### src/hw/rtl/pmfa_pkg.sv
package pmfa_pkg;

	// Default geometry
	localparam int PROCESS_SLOTS_DEF     = 16;
	localparam int PAGES_PER_PROCESS_DEF = 1024;
	localparam int USABLE_FRAMES_DEF     = 4096;
	localparam int PAGE_BYTES_DEF        = 4096;

	// Fixed field widths
	localparam int FUNC_W   = 3;
	localparam int PID_W    = 4;
	localparam int VADDR_W  = 22;
	localparam int COUNT_W  = 11;
	localparam int PROT_W   = 3;
	localparam int BYTE_W   = 8;
	localparam int STATUS_W = 2;
	localparam int PHYS_W   = 28;
	localparam int FRAME_W  = 16;
	localparam int PTE_W    = 20;
	localparam int BOUND_W  = 14;

	localparam logic [FRAME_W-1:0] FRAME_BASE_RST = 16'd18432;

	// Operation codes
	localparam logic [FUNC_W-1:0] FN_CREATE  = 3'd0;
	localparam logic [FUNC_W-1:0] FN_EXIT    = 3'd1;
	localparam logic [FUNC_W-1:0] FN_ALLOC   = 3'd2;
	localparam logic [FUNC_W-1:0] FN_DEALLOC = 3'd3;
	localparam logic [FUNC_W-1:0] FN_READ    = 3'd4;
	localparam logic [FUNC_W-1:0] FN_WRITE   = 3'd5;

	// Result status codes
	localparam logic [STATUS_W-1:0] STS_OK     = 2'd0;
	localparam logic [STATUS_W-1:0] STS_SEGV   = 2'd1;
	localparam logic [STATUS_W-1:0] STS_NOSLOT = 2'd2;
	localparam logic [STATUS_W-1:0] STS_NOMEM  = 2'd3;

	// Page protection flags
	localparam logic [PROT_W-1:0] FLAG_CODE = 3'd5;
	localparam logic [PROT_W-1:0] FLAG_RO   = 3'd1;
	localparam logic [PROT_W-1:0] FLAG_RW   = 3'd3;
	localparam logic [PROT_W-1:0] FLAG_R    = 3'd1;
	localparam logic [PROT_W-1:0] FLAG_W    = 3'd2;

	typedef struct packed {
		logic                latch;
		logic                clr_step;
		logic                walk_kill;
		logic                walk_range;
		logic                seg_first;
		logic                seg_next;
		logic                pt_rd;
		logic                pt_zero;
		logic                map_wr;
		logic                bm_rd_cur;
		logic                bm_rd_idx;
		logic                bm_clr;
		logic                cursor_zero;
		logic                cursor_inc;
		logic                walk_inc;
		logic                claim;
		logic                kill;
		logic                cnt_sub;
		logic                set_status;
		logic [STATUS_W-1:0] status_code;
		logic                set_access;
		logic                out_load;
	} cmd_t;

	typedef struct packed {
		logic [FUNC_W-1:0] func;
		logic              have;
		logic              clr_last;
		logic              walk_done;
		logic              seg_last;
		logic              slot_free;
		logic              too_big;
		logic              frames_ok;
		logic              range_bad;
		logic              page_ok;
		logic              pte_present;
		logic              perm_ok;
		logic              idx_ok;
		logic              bm_bit;
		logic              out_busy;
	} sts_t;

endpackage

### src/hw/rtl/pmfa_ctrl.sv
module pmfa_ctrl (
	input  logic           clk,
	input  logic           arst_n,
	input  logic           in_valid,
	output logic           in_stall,
	input  pmfa_pkg::sts_t sts,
	output pmfa_pkg::cmd_t cmd
);

	typedef enum logic [12:0] {
		ST_CLEAR    = 13'b0000000000001,
		ST_IDLE     = 13'b0000000000010,
		ST_DISP     = 13'b0000000000100,
		ST_CHK_RD   = 13'b0000000001000,
		ST_CHK_EVAL = 13'b0000000010000,
		ST_MAP_RD   = 13'b0000000100000,
		ST_MAP_EVAL = 13'b0000001000000,
		ST_REL_RD   = 13'b0000010000000,
		ST_REL_PTE  = 13'b0000100000000,
		ST_REL_BM   = 13'b0001000000000,
		ST_XL_RD    = 13'b0010000000000,
		ST_XL_EVAL  = 13'b0100000000000,
		ST_FIN      = 13'b1000000000000
	} state_t;

	state_t state_q, state_nxt;
	logic   kill_q, kill_nxt;

	assign in_stall = (state_q != ST_IDLE);

	// Sequence one operation
	always_comb begin
		cmd       = '0;
		state_nxt = state_q;
		kill_nxt  = kill_q;
		case (state_q)
			ST_CLEAR: begin
				cmd.clr_step = 1'b1;
				if (sts.clr_last) state_nxt = ST_IDLE;
			end
			ST_IDLE: begin
				if (in_valid) begin
					cmd.latch = 1'b1;
					state_nxt = ST_DISP;
				end
			end
			ST_DISP: begin
				case (sts.func)
					pmfa_pkg::FN_CREATE: begin
						if (!sts.slot_free) begin
							cmd.set_status  = 1'b1;
							cmd.status_code = pmfa_pkg::STS_NOSLOT;
							state_nxt       = ST_FIN;
						end else if (sts.too_big) begin
							cmd.set_status  = 1'b1;
							cmd.status_code = pmfa_pkg::STS_SEGV;
							state_nxt       = ST_FIN;
						end else if (!sts.frames_ok) begin
							cmd.set_status  = 1'b1;
							cmd.status_code = pmfa_pkg::STS_NOMEM;
							state_nxt       = ST_FIN;
						end else begin
							cmd.claim       = 1'b1;
							cmd.cursor_zero = 1'b1;
							cmd.seg_first   = 1'b1;
							state_nxt       = ST_MAP_RD;
						end
					end
					pmfa_pkg::FN_EXIT: begin
						if (!sts.have) begin
							state_nxt = ST_FIN;
						end else begin
							cmd.walk_kill = 1'b1;
							kill_nxt      = 1'b1;
							state_nxt     = ST_REL_RD;
						end
					end
					pmfa_pkg::FN_ALLOC, pmfa_pkg::FN_DEALLOC: begin
						if (!sts.have) begin
							state_nxt = ST_FIN;
						end else if (sts.range_bad) begin
							cmd.set_status  = 1'b1;
							cmd.status_code = pmfa_pkg::STS_SEGV;
							cmd.walk_kill   = 1'b1;
							kill_nxt        = 1'b1;
							state_nxt       = ST_REL_RD;
						end else begin
							cmd.walk_range = 1'b1;
							state_nxt      = ST_CHK_RD;
						end
					end
					pmfa_pkg::FN_READ, pmfa_pkg::FN_WRITE: begin
						if (!sts.have) begin
							state_nxt = ST_FIN;
						end else if (!sts.page_ok) begin
							cmd.set_status  = 1'b1;
							cmd.status_code = pmfa_pkg::STS_SEGV;
							cmd.walk_kill   = 1'b1;
							kill_nxt        = 1'b1;
							state_nxt       = ST_REL_RD;
						end else begin
							cmd.walk_range = 1'b1;
							state_nxt      = ST_XL_RD;
						end
					end
					default: state_nxt = ST_FIN;
				endcase
			end
			// Scan the range for present pages
			ST_CHK_RD: begin
				if (sts.walk_done) begin
					if (sts.func == pmfa_pkg::FN_ALLOC) begin
						if (!sts.frames_ok) begin
							cmd.set_status  = 1'b1;
							cmd.status_code = pmfa_pkg::STS_NOMEM;
							state_nxt       = ST_FIN;
						end else begin
							cmd.walk_range  = 1'b1;
							cmd.cursor_zero = 1'b1;
							state_nxt       = ST_MAP_RD;
						end
					end else begin
						cmd.walk_range = 1'b1;
						kill_nxt       = 1'b0;
						state_nxt      = ST_REL_RD;
					end
				end else begin
					cmd.pt_rd = 1'b1;
					state_nxt = ST_CHK_EVAL;
				end
			end
			ST_CHK_EVAL: begin
				if (sts.pte_present == (sts.func == pmfa_pkg::FN_ALLOC)) begin
					cmd.set_status  = 1'b1;
					cmd.status_code = pmfa_pkg::STS_SEGV;
					cmd.walk_kill   = 1'b1;
					kill_nxt        = 1'b1;
					state_nxt       = ST_REL_RD;
				end else begin
					cmd.walk_inc = 1'b1;
					state_nxt    = ST_CHK_RD;
				end
			end
			// Map pages, one free frame each
			ST_MAP_RD: begin
				if (sts.walk_done) begin
					if (sts.func == pmfa_pkg::FN_CREATE && !sts.seg_last) begin
						cmd.seg_next = 1'b1;
					end else begin
						state_nxt = ST_FIN;
					end
				end else begin
					cmd.bm_rd_cur = 1'b1;
					state_nxt     = ST_MAP_EVAL;
				end
			end
			ST_MAP_EVAL: begin
				cmd.cursor_inc = 1'b1;
				if (!sts.bm_bit) begin
					cmd.map_wr   = 1'b1;
					cmd.walk_inc = 1'b1;
				end
				state_nxt = ST_MAP_RD;
			end
			// Unmap pages and release their frames
			ST_REL_RD: begin
				if (sts.walk_done) begin
					if (kill_q) cmd.kill = 1'b1;
					else cmd.cnt_sub = 1'b1;
					state_nxt = ST_FIN;
				end else begin
					cmd.pt_rd = 1'b1;
					state_nxt = ST_REL_PTE;
				end
			end
			ST_REL_PTE: begin
				cmd.pt_zero = 1'b1;
				if (sts.pte_present && sts.idx_ok) begin
					cmd.bm_rd_idx = 1'b1;
					state_nxt     = ST_REL_BM;
				end else begin
					cmd.walk_inc = 1'b1;
					state_nxt    = ST_REL_RD;
				end
			end
			ST_REL_BM: begin
				if (sts.bm_bit) cmd.bm_clr = 1'b1;
				cmd.walk_inc = 1'b1;
				state_nxt    = ST_REL_RD;
			end
			// Translate one address
			ST_XL_RD: begin
				cmd.pt_rd = 1'b1;
				state_nxt = ST_XL_EVAL;
			end
			ST_XL_EVAL: begin
				if (sts.pte_present && sts.perm_ok) begin
					cmd.set_access = 1'b1;
					state_nxt      = ST_FIN;
				end else begin
					cmd.set_status  = 1'b1;
					cmd.status_code = pmfa_pkg::STS_SEGV;
					cmd.walk_kill   = 1'b1;
					kill_nxt        = 1'b1;
					state_nxt       = ST_REL_RD;
				end
			end
			// Hand the result to the output register
			ST_FIN: begin
				if (!sts.out_busy) begin
					cmd.out_load = 1'b1;
					state_nxt    = ST_IDLE;
				end
			end
			default: state_nxt = ST_IDLE;
		endcase
	end

	always_ff @(posedge clk or negedge arst_n) begin
		if (!arst_n) begin
			state_q <= ST_CLEAR;
			kill_q  <= 1'b0;
		end else begin
			state_q <= state_nxt;
			kill_q  <= kill_nxt;
		end
	end

endmodule

### config.mk
export PLATFORM = sky130hd
export DESIGN_NAME = pmfa_ctrl
export DESIGN_NICKNAME = d
export VERILOG_FILES = /design/src/hw/rtl/pmfa_pkg.sv /design/src/hw/rtl/pmfa_ctrl.sv
export SDC_FILE = /design/constraint.sdc
export NUM_CORES = 1
export LEC_CHECK = 0
export BUFFER_PORTS_ARGS = -buffer_cell sky130_fd_sc_hd__clkbuf_2
export CORE_MARGIN = 8
export CORE_UTILIZATION = 30
export DETAILED_ROUTE_END_ITERATION = 10
export PLACE_DENSITY = 0.54
export SYNTH_ARGS = -nofsm -noshare
export SYNTH_HDL_FRONTEND = slang
export SYNTH_SLANG_ARGS = --single-unit
### constraint.sdc
create_clock -name clk -period 4.3 [get_ports clk]
set_clock_uncertainty 0.05 [all_clocks]
set_input_delay 0.43 -clock clk [delete_from_list [all_inputs] [get_ports clk]]
set_output_delay 0.43 -clock clk [all_outputs]
set_load 0.02 [all_outputs]
# Word-level counts from Yosys, hierarchy flattened
# Cells that the tools add are included.
# op_classes
n_eq_ne	34
n_mux	96
n_reduce_logical	11
# op_table
cell	count
$mux 13	15
$pmux 13 s13	1
$pmux 13 s4	1
$mux 1	49
$mux 3	11
$ne 3x3->1 const B	6
$mux 8	2
$ne 2x2->1 const B	7
$eq 13x1->1 const B	1
$eq 13x10->1 const B	1
$eq 13x11->1 const B	1
$eq 13x12->1 const B	1
$eq 13x13->1 const B	1
$eq 13x2->1 const B	1
$eq 13x3->1 const B	1
$eq 13x4->1 const B	1
$eq 13x5->1 const B	1
$eq 13x6->1 const B	1
$eq 13x7->1 const B	1
$eq 13x8->1 const B	1
$eq 13x9->1 const B	1
$ne 13x2->1 const B	1
$pmux 3 s4	1
$mux 11	1
18 further kinds	33
# totals
register_bits	14
out_inout_bits	24
word_cells	143

# Depth between registers and ports, before layout
# Gate-level depths: netlist (run 1).
# depth
depth_word	5
depth_mapped	7

# Least setup slack after synthesis (run 1)
# OpenSTA, ideal clock, no wires.
# synth_timing
path_type	reg-to-output
start	register state_q[5]
end	output cmd[12] (netlist bit)
arrival_ns	2.326
required_time_ns	3.820
path_slack_ns	1.494
stages_incl_launch_ff	5
n_path_buf	0
path_cell_list	dfrtp_1 -> nor4_1 -> nand2_1 -> nor4_1 -> and3_1
# synth_rtl
item	line_no	rtl
from (decl)	pmfa_ctrl.sv:26	state_t state_q, state_nxt;
from (signal assigned)	pmfa_ctrl.sv:224	state_q <= state_nxt;
to (decl)	pmfa_ctrl.sv:7	output pmfa_pkg::cmd_t cmd

==> run summary, run 1 <==
The count of maximum capacitance violations is 0. The share of synthesized flip-flops with an asynchronous set or reset is 1.00. The summed instance area of the synthesized netlist is ~0.0014 mm^2. The number of remaining DRC errors is 0.

The total inserted antenna cells came out at 0. The area growth from synthesis to layout is 21.5%. The post-detailed-route wirelength per cell came out at 16.5 um. The signal arrival time at the worst endpoint is between 2 and 3 ns.

The overall die height is 83.6 um. Of the cells placed in the final design, the portion with a size suffix greater than 1 is 0.292. Yosys mapped a number of flops with a built-in enable equal to 0. Setup slack on the worst reg-to-reg path comes out at ~2 ns. The count of buffers inserted at the top-level ports came out at 43. The final sum of negative setup slack came out at 0 ns. The worst register-to-register path begins at state_q[5].

For the finished layout, the period the worst path requires is approximately 3 ns. Of the total power, the share spent switching nets is 0.427. The remaining antenna violation count came out at 0. The endpoint of the worst setup timing path is cmd[19]. The clock insertion delay at the later pin of the skew report came out at around 0.25 ns.

The portion of the post-synthesis area used by sequential elements is 0.256. The number of nets in the layout came out at between 200 and 250. Dividing the final minimum period by the clock period gives 0.715.

The maximum net fanout on the critical path is 9. The total CTS buffers came out at 3. The pin count of the biggest net entering global routing came out at 15. The initial antenna violation count is 0.

After synthesis, the netlist uses 52 different library cells. The analysis attributes to net switching a power of 0.235 mW. The cell area after placement came out at roughly 0.0016 mm^2.

In this run the standard cell core region covers 0.00438 mm^2. The capture point of the worst reg-to-reg path is state_q[7]. By startpoint and endpoint, the worst setup path is classified as reg -> out. For this block, the initial DRC count from the detailed router was approximately 140. The length in cells of the worst reg-to-reg path came out at 4. The primary flip-flop cell chosen by synthesis mapping is sky130_fd_sc_hd__dfrtp_1. The count of final hold-check violations is 0.

The commonest cells after synthesis are 15 x sky130_fd_sc_hd__nor2_1, 13 x sky130_fd_sc_hd__dfrtp_1, 12 x sky130_fd_sc_hd__nor4_1. The required time reported for the critical path endpoint came out at about 3.8 ns. Internal power comes to 0.315 mW. In this run the post-CTS setup repair buffer count came out at 0. The synthesized netlist net count is a little under 200.

The placement-stage worst setup slack came out at approximately 1.5 ns. The worst pin sits at a relative slew slack of 0.560. The top cell type's share of synthesized area came out at 0.237.

Of the total power, the clock network draws 0.243. The first global-routing pass estimated roughly 7200 um of wire. The first detailed-routing pass took 4 iterations.

The root buffer cell chosen for the clock tree is sky130_fd_sc_hd__clkbuf_8. The mean post-synth cell area is between 8 and 9 um^2. The maximum level of the CTS H-tree came out at 1.

The number of cells in the finished layout apart from fillers came out at around 260. For the pin with the worst max-slew slack, the measured transition is between 0.6 and 0.7 ns. The maximum buffer depth of the clock tree came out at 2. The register clock-pin slew on the reported worst setup and hold paths is 0.07 ns.

The leakage power is 0.799 nW. The count of filler cells inserted in the layout came out at around 450. For this configuration, the core starts out at a cell density of 0.313. Summed over all nets, the half-perimeter wirelength after detailed placement is between 3000 and 4000 um. In the post-synthesis netlist, the biggest area contributors are sky130_fd_sc_hd__dfrtp_1 24%, sky130_fd_sc_hd__nor4_1 5.5%, sky130_fd_sc_hd__nor4_4 4.6%. The tightest min-delay check is of the in -> async type. The total non-filler cell area in the finished layout is approximately 0.0017 mm^2. The chip width came out at roughly 84 um. The fraction of power consumed by sequential logic is 0.313.

The total routed wirelength came out at about 4300 um. The cell count after synthesis is 170. Post-CTS repair changed the size of 0 cells. After floorplanning, the core was divided into 24 placement rows. The register bit total from synthesis came out at 14.

The fmax is about 0.33 GHz. The weighted congestion reported at the end of routability-driven placement came out at 0.854. The number of max-slew violations in the final report is 0.

Setup violations remaining at the end of the flow were counted as 0. The total congestion overflow after global routing came out at 0. The number of vias per cell after detailed routing is about 5.6. The worst IR drop on VDD is approximately 140 uV. The via count of the first global-routing pass is 1,491. For this design, the sink count on the clock tree is 14. Setup repair after global routing left no endpoint under its margin. The overall track demand over capacity in global routing came out at 0.121. The worst setup path is launched from a register. The via count of the routed design is around 1,500. The critical path starts at state_q[5]. The run finished with clean final reports. The area of the die is about 0.0070 mm^2.

In the post-route analysis, the smallest setup slack over all paths is around 1.2 ns. The power density normalized to cell area came out at approximately 330 mW/mm^2. The TritonCTS clock tree is done. The biggest area contributor in the post-synthesis netlist is sky130_fd_sc_hd__dfrtp_1. The worst setup path is captured at a primary output. The synthesis warning total is 0. The number of cells in the design after placement came out at between 200 and 300. The part of the total power dissipated in combinational logic is 0.444. In this run the count of I/O pins placed on the die edge is 44. The count of hold-fix buffers inserted at cts came out at 0. The leading cell type by number of instances after synthesis is sky130_fd_sc_hd__nor2_1.
## stage by stage
step | util | hold WS (ns) | power, mW
after floorplan | - | 0.0844 | 0.345
after global placement | 0.368 | 0.320 | 0.416
after detailed placement | 0.368 | 0.309 | 0.413
after CTS | 0.380 | 0.0460 | 0.548
after global routing | 0.380 | 0.0548 | 0.588
final | 0.380 | 0.0355 | 0.549
## how the worst min path moves through the flow
| stage | startpoint | end |
|---|---|---|
| detailed placement | arst_n | state_q[4] |
| global route | arst_n | state_q[4] |
| floorplan | arst_n | kill_q |
| finish | arst_n | state_q[4] |
| CTS | arst_n | state_q[4] |
| global placement | arst_n | state_q[4] |
## cell families (layout without fill, tap and decap cells)
family / Yosys count / after routing / synth area share
xor gates and xnor gates: 4 / 4 / 0.0255
and+or+nand+nor: 99 / 99 / 0.465
DFF: 14 / 14 / 0.256
buffers and inverters: 15 / 54 / 0.0483
adders and majority gates: 4 / 4 / 0.0365
AOI/OAI and AO/OA: 34 / 34 / 0.169
## power groups by stage
stage / combinational (mW) / clock (mW) / sequential, mW
CTS: 0.244 / 0.133 / 0.171
floorplan: 0.179 / 0 / 0.166
finish: 0.244 / 0.133 / 0.172
detailed placement: 0.241 / 0 / 0.172
global placement: 0.243 / 0 / 0.174
global route: 0.273 / 0.141 / 0.174
## layer usage
layer | GRT usage | routed length, um
met5 | 0 | 0
met4 | 0.0487 | 85
met3 | 0.0156 | 143
met2 | 0.204 | 2110
met1 | 0.150 | 1970
## cells in the final DEF, fill, tap and decap left out, drive strengths merged, types with 5 or more instances in the layout
master,Yosys,layout
or4b,5,5
dfrtp,13,13
o21ai,11,11
inv,7,7
nand2,11,11
nor4,15,15
nor2b,5,5
nor2,15,15
and3,5,5
clkbuf,2,47
nor3,10,10
a21oi,5,5
## state kept, by name, indices dropped and copies added, names as in the netlist
register and count:
state_q 13, kill_q 1
## worst max-delay path: stages, from the launching register on
cell	delay, ns
sky130_fd_sc_hd__dfrtp_1	0.46
sky130_fd_sc_hd__or4_4	0.62
sky130_fd_sc_hd__nor4_4	0.54
sky130_fd_sc_hd__nand2_1	0.19
sky130_fd_sc_hd__o31ai_1	0.32
sky130_fd_sc_hd__clkbuf_2	0.23
## final cells by class
| class | count | area (um^2) | area share |
|---|---|---|---|
| clock buffers | 4 | 55.1 | 0.0330 |
| inverters | 7 | 26.3 | 0.0158 |
| multi-input cells | 141 | 955 | 0.572 |
| flip-flops and latches | 14 | 352 | 0.211 |
| well taps | 52 | 65.1 | 0.0390 |
| repair buffers | 43 | 215 | 0.129 |
No activity file was read; power rests on OpenSTA's default activity.
==> run 2, diff against run 1 <==
--- a/config.mk
+++ b/config.mk
@@ -9,7 +9,7 @@
 export CORE_MARGIN = 8
 export CORE_UTILIZATION = 30
 export DETAILED_ROUTE_END_ITERATION = 10
-export PLACE_DENSITY = 0.54
+export PLACE_DENSITY = 0.56
 export SYNTH_ARGS = -nofsm -noshare
 export SYNTH_HDL_FRONTEND = slang
 export SYNTH_SLANG_ARGS = --single-unit
==> constraint.sdc (replaced) <==
create_clock -name clk -period 2.5 [get_ports clk]
set_clock_uncertainty 0.05 [all_clocks]
set_input_delay 0.25 -clock clk [delete_from_list [all_inputs] [get_ports clk]]
set_output_delay 0.25 -clock clk [all_outputs]
set_load 0.02 [all_outputs]
==> run summary, run 2 (synthesized netlist as in run 1, its figures left out) <==
Regs by FF count: state_q: 13 flops, kill_q: 1 flops (unchanged). The number of remaining DRC errors was 0 (unchanged). The power density normalized to cell area was 513 mW/mm^2 (was 329 mW/mm^2). The core footprint is 0.00438 mm^2 (unchanged). The initial antenna violation count was 0 (unchanged).

The category of the worst setup path capture point was a primary output (unchanged). The total CTS buffers is 3 (unchanged). The leakage power came out at 1.01 nW (was 0.799 nW). The post-detailed-route wirelength per cell came to 16.9 um (was 16.5 um). The number of nets in the layout was 268 (was 234). The via count of the first global-routing pass came out at 1,681 (was 1,491). The number of setup violations in the final report came out at 7 (was 0). The length in cells of the worst reg-to-reg path is 8 (was 4). The capture point of the worst reg-to-reg path is state_q[12] (was state_q[7]). The critical setup path kind was reg -> out (unchanged).

The total inserted antenna cells came to 0 (unchanged). Based on the critical path, the design can be clocked at up to 0.393 GHz. The pin count of the biggest net entering global routing is 15 (unchanged). The number of detailed-route iterations in the first pass is 4 (unchanged). The total number of placement rows came out at 24 (unchanged). The remaining antenna violation count came out at 0 (unchanged). The count of final hold-check violations is 0 (unchanged). The power spent charging and discharging nets came out at 0.450 mW (was 0.235 mW).

The first-pass GRT wire length is 8030 um (was 7180 um). The fraction of power consumed by sequential logic is 0.284 (was 0.313). The path class of the lowest-slack min-delay path is in -> reg (was in -> async).

The fraction of layout cells with a size suffix above 1 is 0.457 (was 0.292). The number of vias per cell after detailed routing is 5.57 (was 5.62). The flip-flop and latch area came out at 359 um^2 (was 352 um^2).

The worst hold endpoint is state_q[0]. The maximum buffer depth of the clock tree is 2 (unchanged). Among the stages of the critical path, the cell type that occurs most often is sky130_fd_sc_hd__buf_6. The register-to-register setup slack came out at 0.09 ns (was 2.02 ns). The post-route minimum period is ~2.5 ns.

The area of the die is 0.00700 mm^2 (unchanged). The effective utilization at floorplan came out at 0.313 (unchanged). The final reports fail on setup timing.

The signal arrival time at the worst endpoint was 2.25 ns (was 2.59 ns). The total non-filler cell area in the finished layout came out at 0.00206 mm^2 (was 0.00167 mm^2). The maximum net fanout on the critical path came to 4 (was 9).

The worst hold path stage count is 2. The clock group share of total power is 0.185 (was 0.243). Commonest cells after routing, fill and taps aside: 36 x sky130_fd_sc_hd__buf_4, 31 x sky130_fd_sc_hd__clkbuf_2, 14 x sky130_fd_sc_hd__nor2_1, 11 x sky130_fd_sc_hd__nand2_1, 9 x sky130_fd_sc_hd__o21ai_0 (was 43 x sky130_fd_sc_hd__clkbuf_2, 15 x sky130_fd_sc_hd__nor2_1, 13 x sky130_fd_sc_hd__dfrtp_1, 12 x sky130_fd_sc_hd__nor4_1). The final HPWL from detailed placement came to 3650 um (was 3430 um). The via count of the routed design came out at 1,643 (was 1,468). The largest register by flop count is state_q (unchanged). The total internal power came to 0.609 mW (was 0.315 mW).

The worst IR drop on VDD came out at 234 uV (was 145 uV). The area used by multi-input combinational logic is 0.00104 mm^2 (was 955 um^2). The clock insertion delay at the later pin of the skew report was 0.24 ns (was 0.25 ns). The share of the cycle needed by the critical path after routing came out at 1.02. The startpoint class of the critical path was a register (unchanged). The flip-flop count of the largest register, all copies and words added came out at 13 (unchanged). The utilization after layout is 0.471 (was 0.380).

Series of cell instances along the critical path: or4_4 -> buf_6 -> nor4_4 -> nor3b_4 -> nand3b_1 -> buf_6 (was or4_4 -> nor4_4 -> nand2_1 -> o31ai_1 -> clkbuf_2). The critical path's slowest cell is sky130_fd_sc_hd__or4_4 (unchanged). The worst relative slew slack came out at 0.639 (was 0.560). The maximum level of the CTS H-tree came out at 1 (unchanged). The number of max-slew violations in the final report was 0 (unchanged). The I/O pin count came out at 44 (unchanged). The total routed wirelength came out at 4980 um (was 4310 um). The final sum of negative setup slack came out at -0.155 ns (was 0 ns). The count of buffers inserted at the top-level ports came to 43 (unchanged).

The post-route total power is 1.06 mW (was 0.549 mW). The weighted congestion reported at the end of routability-driven placement is 0.914 (was 0.854). The cell at the root of the clock tree was sky130_fd_sc_hd__clkbuf_8 (unchanged).

The final setup slack of the worst path is -0.0471 ns (was 1.23 ns). The switching share of power came out at 0.425 (was 0.427). The origin of the critical flop-to-flop path was state_q[0] (was state_q[5]).

The actual slew at the worst max-slew pin came out at 0.537 ns (was 0.654 ns). RSZ-0062 raised after global routing: yes (was no). The count of maximum capacitance violations came out at 0 (unchanged). The area growth from synthesis to layout came out at 50.3% (was 21.5%).

The chip width is 83.6 um (unchanged). The overall die height is 83.6 um (unchanged). The cell area after placement came out at 0.00175 mm^2 (was 0.00161 mm^2). The TritonCTS clock tree was done (unchanged). The startpoint of the tightest hold check path is sts[12]. The count of filler cells inserted in the layout came out at 444 (was 451). The total congestion overflow after global routing is 0 (unchanged).

The most common library cell in the layout ignoring fill and taps is sky130_fd_sc_hd__buf_4 (was sky130_fd_sc_hd__clkbuf_2). The part of the total power dissipated in combinational logic came out at 0.531 (was 0.444). The register clock-pin slew on the reported worst setup and hold paths is 0.06 ns (was 0.07 ns).

The overall track demand over capacity in global routing came out at 0.135 (was 0.121). The clock net sink count came to 14 (unchanged). Outcome: finished, violations left (was complete, no violations).

The number of design-rule violations left by the first detailed-router iteration came out at 105 (was 138). The placement-stage worst setup slack is 0.117 ns (was 1.54 ns). The required time reported for the critical path endpoint came out at 2.20 ns (was 3.82 ns). The peak per-stage delay on the critical path came out at 0.58 ns (was 0.62 ns).
[run 2: cell count changes in the layout (fill, tap and decap cells not counted), moves of 2 or more]
cell | before | now
sky130_fd_sc_hd__nor4_1 | 12 | 8
sky130_fd_sc_hd__buf_4 | 0 | 36
sky130_fd_sc_hd__nor4_2 | 0 | 3
sky130_fd_sc_hd__or4b_4 | 0 | 3
sky130_fd_sc_hd__o21ai_1 | 0 | 2
sky130_fd_sc_hd__o21ai_0 | 11 | 9
sky130_fd_sc_hd__nor3_1 | 10 | 7
sky130_fd_sc_hd__nor3_2 | 0 | 3
sky130_fd_sc_hd__buf_6 | 0 | 6
sky130_fd_sc_hd__clkbuf_2 | 43 | 31
sky130_fd_sc_hd__dfrtp_2 | 0 | 6
sky130_fd_sc_hd__dfrtp_1 | 13 | 7
sky130_fd_sc_hd__or4b_2 | 3 | 1
[run 2: metrics by stage]
stage	hold slack [ns]	std cells
after floorplan	-0.0956	170
after global placement	0.140	275
after detailed placement	0.141	275
after CTS	0.104	292
after global routing	0.103	295
final	0.103	295
[run 2: worst max-delay path by stage]
| stage | cells after the start | startpoint | endpoint |
|---|---|---|---|
| 2_1_floorplan | 6 | state_q[8] | cmd[8] |
| 3_3_place_gp | 7 | state_q[5] | cmd[20] |
| 3_5_place_dp | 6 | state_q[5] | cmd[2] |
| 4_1_cts | 6 | state_q[8] | cmd[10] |
| 5_1_grt | 6 | state_q[7] | cmd[4] |
| 6_report | 6 | state_q[7] | cmd[4] |
[run 2: layout make-up]
| cell class | count | area share |
|---|---|---|
| well taps | 52 | 0.0315 |
| clock buffers | 4 | 0.0218 |
| multi-input cells | 141 | 0.503 |
| flip-flops and latches | 14 | 0.174 |
| inverters | 7 | 0.0127 |
| repair buffers | 77 | 0.257 |
[run 2: metal layers]
layer / part of all wire / GRT usage / wire length [um]
met2: 0.51 / 0.243 / 2560
met1: 0.42 / 0.156 / 2100
met5: 0 / 0 / 0
met4: 0.017 / 0.0440 / 85
met3: 0.047 / 0.0195 / 233
[run 2: worst max-delay path, delay by kind of cell (launching register included)]
| family | cells | cell delay [ns] |
|---|---|---|
| buffers and inverters | 2 | 0.28 |
| AND/OR/NAND/NOR | 4 | 1.34 |
| flip-flops | 1 | 0.38 |
[run 2: repair_timing]
item,CTS,global route
hold endpoints to repair,13,0
setup buffers,12,3
pin swaps,6,7
resized for setup,25,28
endpoints found under the setup margin,7,13
hold buffers,1,0
[run 2: power groups by stage]
stage | clock network (mW) | logic (mW) | registers (mW)
global placement | 0 | 0.476 | 0.299
global route | 0.210 | 0.610 | 0.306
floorplan | 0 | 0.311 | 0.286
finish | 0.196 | 0.562 | 0.301
detailed placement | 0 | 0.473 | 0.301
CTS | 0.198 | 0.529 | 0.298
==> run 3, diff against run 2 <==
--- a/config.mk
+++ b/config.mk
@@ -7,9 +7,10 @@
 export LEC_CHECK = 0
 export BUFFER_PORTS_ARGS = -buffer_cell sky130_fd_sc_hd__clkbuf_2
 export CORE_MARGIN = 8
-export CORE_UTILIZATION = 30
+export CORE_UTILIZATION = 46
 export DETAILED_ROUTE_END_ITERATION = 10
-export PLACE_DENSITY = 0.56
+export PLACE_DENSITY = 0.78
+export SLEW_MARGIN = 40
 export SYNTH_ARGS = -nofsm -noshare
 export SYNTH_HDL_FRONTEND = slang
 export SYNTH_SLANG_ARGS = --single-unit
==> run summary, run 3 (synthesized netlist as in run 1, its figures left out) <==
The worst IR drop on VDD is 351 uV (was 234 uV). The utilization after layout came out at 0.697 (was 0.471). The met2 layer wire length in the routed design came out at 2580 um (was 2560 um). The total congestion overflow after global routing came to 0 (unchanged). The via count of the routed design is 1,675 (was 1,643).

The core footprint came out at 0.00295 mm^2 (was 0.00438 mm^2). The critical path's slowest cell is sky130_fd_sc_hd__or4_4 (unchanged). The category of the worst setup path capture point was a primary output (unchanged). The path class of the lowest-slack min-delay path was in -> reg (unchanged). The cell class contributing the biggest share of worst-path delay is simple AND/OR/NAND/NOR gates (unchanged). The post-route minimum period is 2.66 ns (was 2.55 ns).

The initial antenna violation count came out at 0 (unchanged). The final setup slack of the worst path came to -0.163 ns (was -0.0471 ns). Series of cell instances along the critical path: or4_4 -> nor4_4 -> buf_4 -> o311ai_4 -> o21ai_1 -> buf_4 (was or4_4 -> buf_6 -> nor4_4 -> nor3b_4 -> nand3b_1 -> buf_6). The via count of the first global-routing pass was 1,703 (was 1,681). The clock insertion delay at the later pin of the skew report came out at 0.29 ns (was 0.24 ns). The top routing layer in use is met4 (unchanged). The effective utilization at floorplan came out at 0.465 (was 0.313). Violated checks: setup timing (unchanged).

The overall track demand over capacity in global routing came out at 0.187 (was 0.135). The cell at the root of the clock tree is sky130_fd_sc_hd__clkbuf_4 (was sky130_fd_sc_hd__clkbuf_8). The TritonCTS clock tree is done (unchanged). The number of cells in the design after placement was 252 (was 275). Regs by FF count: state_q: 13 flops, kill_q: 1 flops (unchanged). The number of detailed-route iterations in the first pass is 4 (unchanged). The length in cells of the worst reg-to-reg path is 7 (was 8). The dominant cell type by count on the critical path is sky130_fd_sc_hd__buf_4 (was sky130_fd_sc_hd__buf_6). The maximum level of the CTS H-tree is 1 (unchanged).

The maximum buffer depth of the clock tree is 2 (unchanged). The area growth from synthesis to layout is 50.0% (was 50.3%). The required time reported for the critical path endpoint is 2.20 ns (about the same). The maximum net fanout on the critical path is 4 (unchanged).

The final HPWL from detailed placement is 3380 um (was 3650 um). The capture point of the worst reg-to-reg path is state_q[12] (unchanged). Commonest cells after routing, fill and taps aside: 33 x sky130_fd_sc_hd__clkbuf_2, 28 x sky130_fd_sc_hd__buf_4, 13 x sky130_fd_sc_hd__nor2_1, 11 x sky130_fd_sc_hd__nand2_1, 8 x sky130_fd_sc_hd__nor4_1 (was 36 x sky130_fd_sc_hd__buf_4, 31 x sky130_fd_sc_hd__clkbuf_2, 14 x sky130_fd_sc_hd__nor2_1, 11 x sky130_fd_sc_hd__nand2_1, 9 x sky130_fd_sc_hd__o21ai_0). The register clock-pin slew on the reported worst setup and hold paths is 0.10 ns (was 0.06 ns).

The weighted congestion reported at the end of routability-driven placement is 0.851 (was 0.914). The origin of the critical flop-to-flop path is state_q[0] (unchanged). The startpoint class of the critical path is a register (unchanged).

The number of vias per cell after detailed routing came out at 6.18 (was 5.57). The chip width is 70.6 um (was 83.6 um). The remaining antenna violation count came out at 0 (unchanged). The number of setup violations in the final report is 9 (was 7). The total number of placement rows came out at 20 (was 24). The total CTS buffers was 3 (unchanged). The total non-filler cell area in the finished layout came out at 0.00206 mm^2 (about the same). The total inserted antenna cells is 0 (unchanged). The signal arrival time at the worst endpoint came out at 2.36 ns (was 2.25 ns). The worst hold path stage count is 2 (unchanged). The power density normalized to cell area was 522 mW/mm^2 (was 513 mW/mm^2). The worst relative slew slack is 0.576 (was 0.639). The overall die height came out at 70.6 um (was 83.6 um). The wire length on met3 was 362 um (was 233 um). The startpoint of the tightest hold check path is sts[12] (unchanged). The clock net sink count came to 14 (unchanged). The actual slew at the worst max-slew pin is 0.631 ns (was 0.537 ns). RSZ-0062 raised after global routing: yes (unchanged). The flip-flop count of the largest register, all copies and words added came out at 13 (unchanged). The post-detailed-route wirelength per cell came out at 18.6 um (was 16.9 um). The count of buffer and inverter cells on the critical path was 2 (unchanged).

The count of final hold-check violations came out at 0 (unchanged). The worst hold endpoint is state_q[0] (unchanged). The fraction of layout cells with a size suffix above 1 is 0.479 (was 0.457). The number of nets in the layout came out at 263 (was 268).

The count of buffers inserted at the top-level ports is 43 (unchanged). The post-route met1 wirelength came out at 1920 um (was 2100 um). The area of the die came out at 0.00499 mm^2 (was 0.00700 mm^2). The number of remaining DRC errors is 0 (unchanged). The number of design-rule violations left by the first detailed-router iteration is 129 (was 105). The leakage power is 0.983 nW (was 1.01 nW). The pin count of the biggest net entering global routing is 15 (unchanged).

The most common library cell in the layout ignoring fill and taps is sky130_fd_sc_hd__clkbuf_2 (was sky130_fd_sc_hd__buf_4). The I/O pin count is 44 (unchanged). The largest register by flop count was state_q (unchanged). The peak per-stage delay on the critical path is 0.60 ns (was 0.58 ns). The count of maximum capacitance violations is 0 (unchanged).

The share of the cycle needed by the critical path after routing is 1.07 (was 1.02). Outcome: finished, violations left (unchanged). The cell area after placement is 0.00170 mm^2 (was 0.00175 mm^2). The number of max-slew violations in the final report came to 0 (unchanged). The critical setup path kind is reg -> out (unchanged). The total routed wirelength was 5030 um (was 4980 um). The first-pass GRT wire length was 7770 um (was 8030 um).

The register-to-register setup slack is 0.26 ns (was 0.09 ns). The number of cells in the finished layout apart from fillers came out at 271 (was 295). The fmax came to 0.376 GHz (was 0.393 GHz).
run 3: power breakdown:
group | switching (mW) | total, mW | internal [mW]
clock network | 0.0833 | 0.172 | 0.0889
logic | 0.346 | 0.604 | 0.258
registers | 0.0445 | 0.299 | 0.254
total | 0.474 | 1.07 | 0.601
run 3: per-stage QoR:
| step | power (mW) | worst slack [ns] | hold WS (ns) | TNS, ns |
|---|---|---|---|---|
| after floorplan | 0.597 | 0.000959 | -0.0956 | 0 |
| final | 1.07 | -0.163 | 0.0306 | -0.965 |
| after detailed placement | 0.757 | 0.170 | 0.134 | 0 |
| after CTS | 0.962 | -0.0998 | 0.0333 | -0.297 |
| after global placement | 0.759 | 0.196 | 0.128 | 0 |
| after global routing | 1.13 | -0.205 | 0.0371 | -1.45 |
run 3: repair_timing:
action,CTS,global route
pin swaps,8,11
endpoints found under the setup margin,12,19
gates resized for setup,26,35
hold buffers,1,0
hold endpoints to repair,13,0
setup buffers,7,7
run 3: worst max path at each step:
stage / start / to / slack (ns) / cells past startpoint
2_1_floorplan: state_q[8] / cmd[8] / 0.001 / 6
3_3_place_gp: state_q[5] / cmd[20] / 0.20 / 5
3_5_place_dp: state_q[5] / cmd[20] / 0.17 / 5
4_1_cts: state_q[9] / cmd[19] / -0.1 / 5
5_1_grt: state_q[5] / cmd[10] / -0.21 / 6
6_report: state_q[5] / cmd[20] / -0.16 / 6
run 3: routing by layer:
layer	vias to the layer above	track usage
met5	-	0
met4	0	0.0716
met3	16	0.0480
met2	82	0.349
met1	790	0.195
li1	787	-
run 3: cell type report:
| cell class | instances | area, um^2 |
|---|---|---|
| inverters | 7 | 26.3 |
| repair buffers | 72 | 494 |
| well taps | 33 | 41.3 |
| flip-flops and latches | 14 | 359 |
| fillers | 239 | 893 |
| multi-input cells | 141 | 1100 |
| clock buffers | 4 | 36.3 |
run 3: worst register-to-register path: stages, from the launching register on:
cell and delay, ns:
sky130_fd_sc_hd__dfstp_2 0.58, sky130_fd_sc_hd__or2_2 0.30, sky130_fd_sc_hd__nor4_4 0.11, sky130_fd_sc_hd__buf_4 0.15, sky130_fd_sc_hd__buf_4 0.14, sky130_fd_sc_hd__o31a_1 0.11, sky130_fd_sc_hd__or4_1 0.51, sky130_fd_sc_hd__a21o_1 0.20
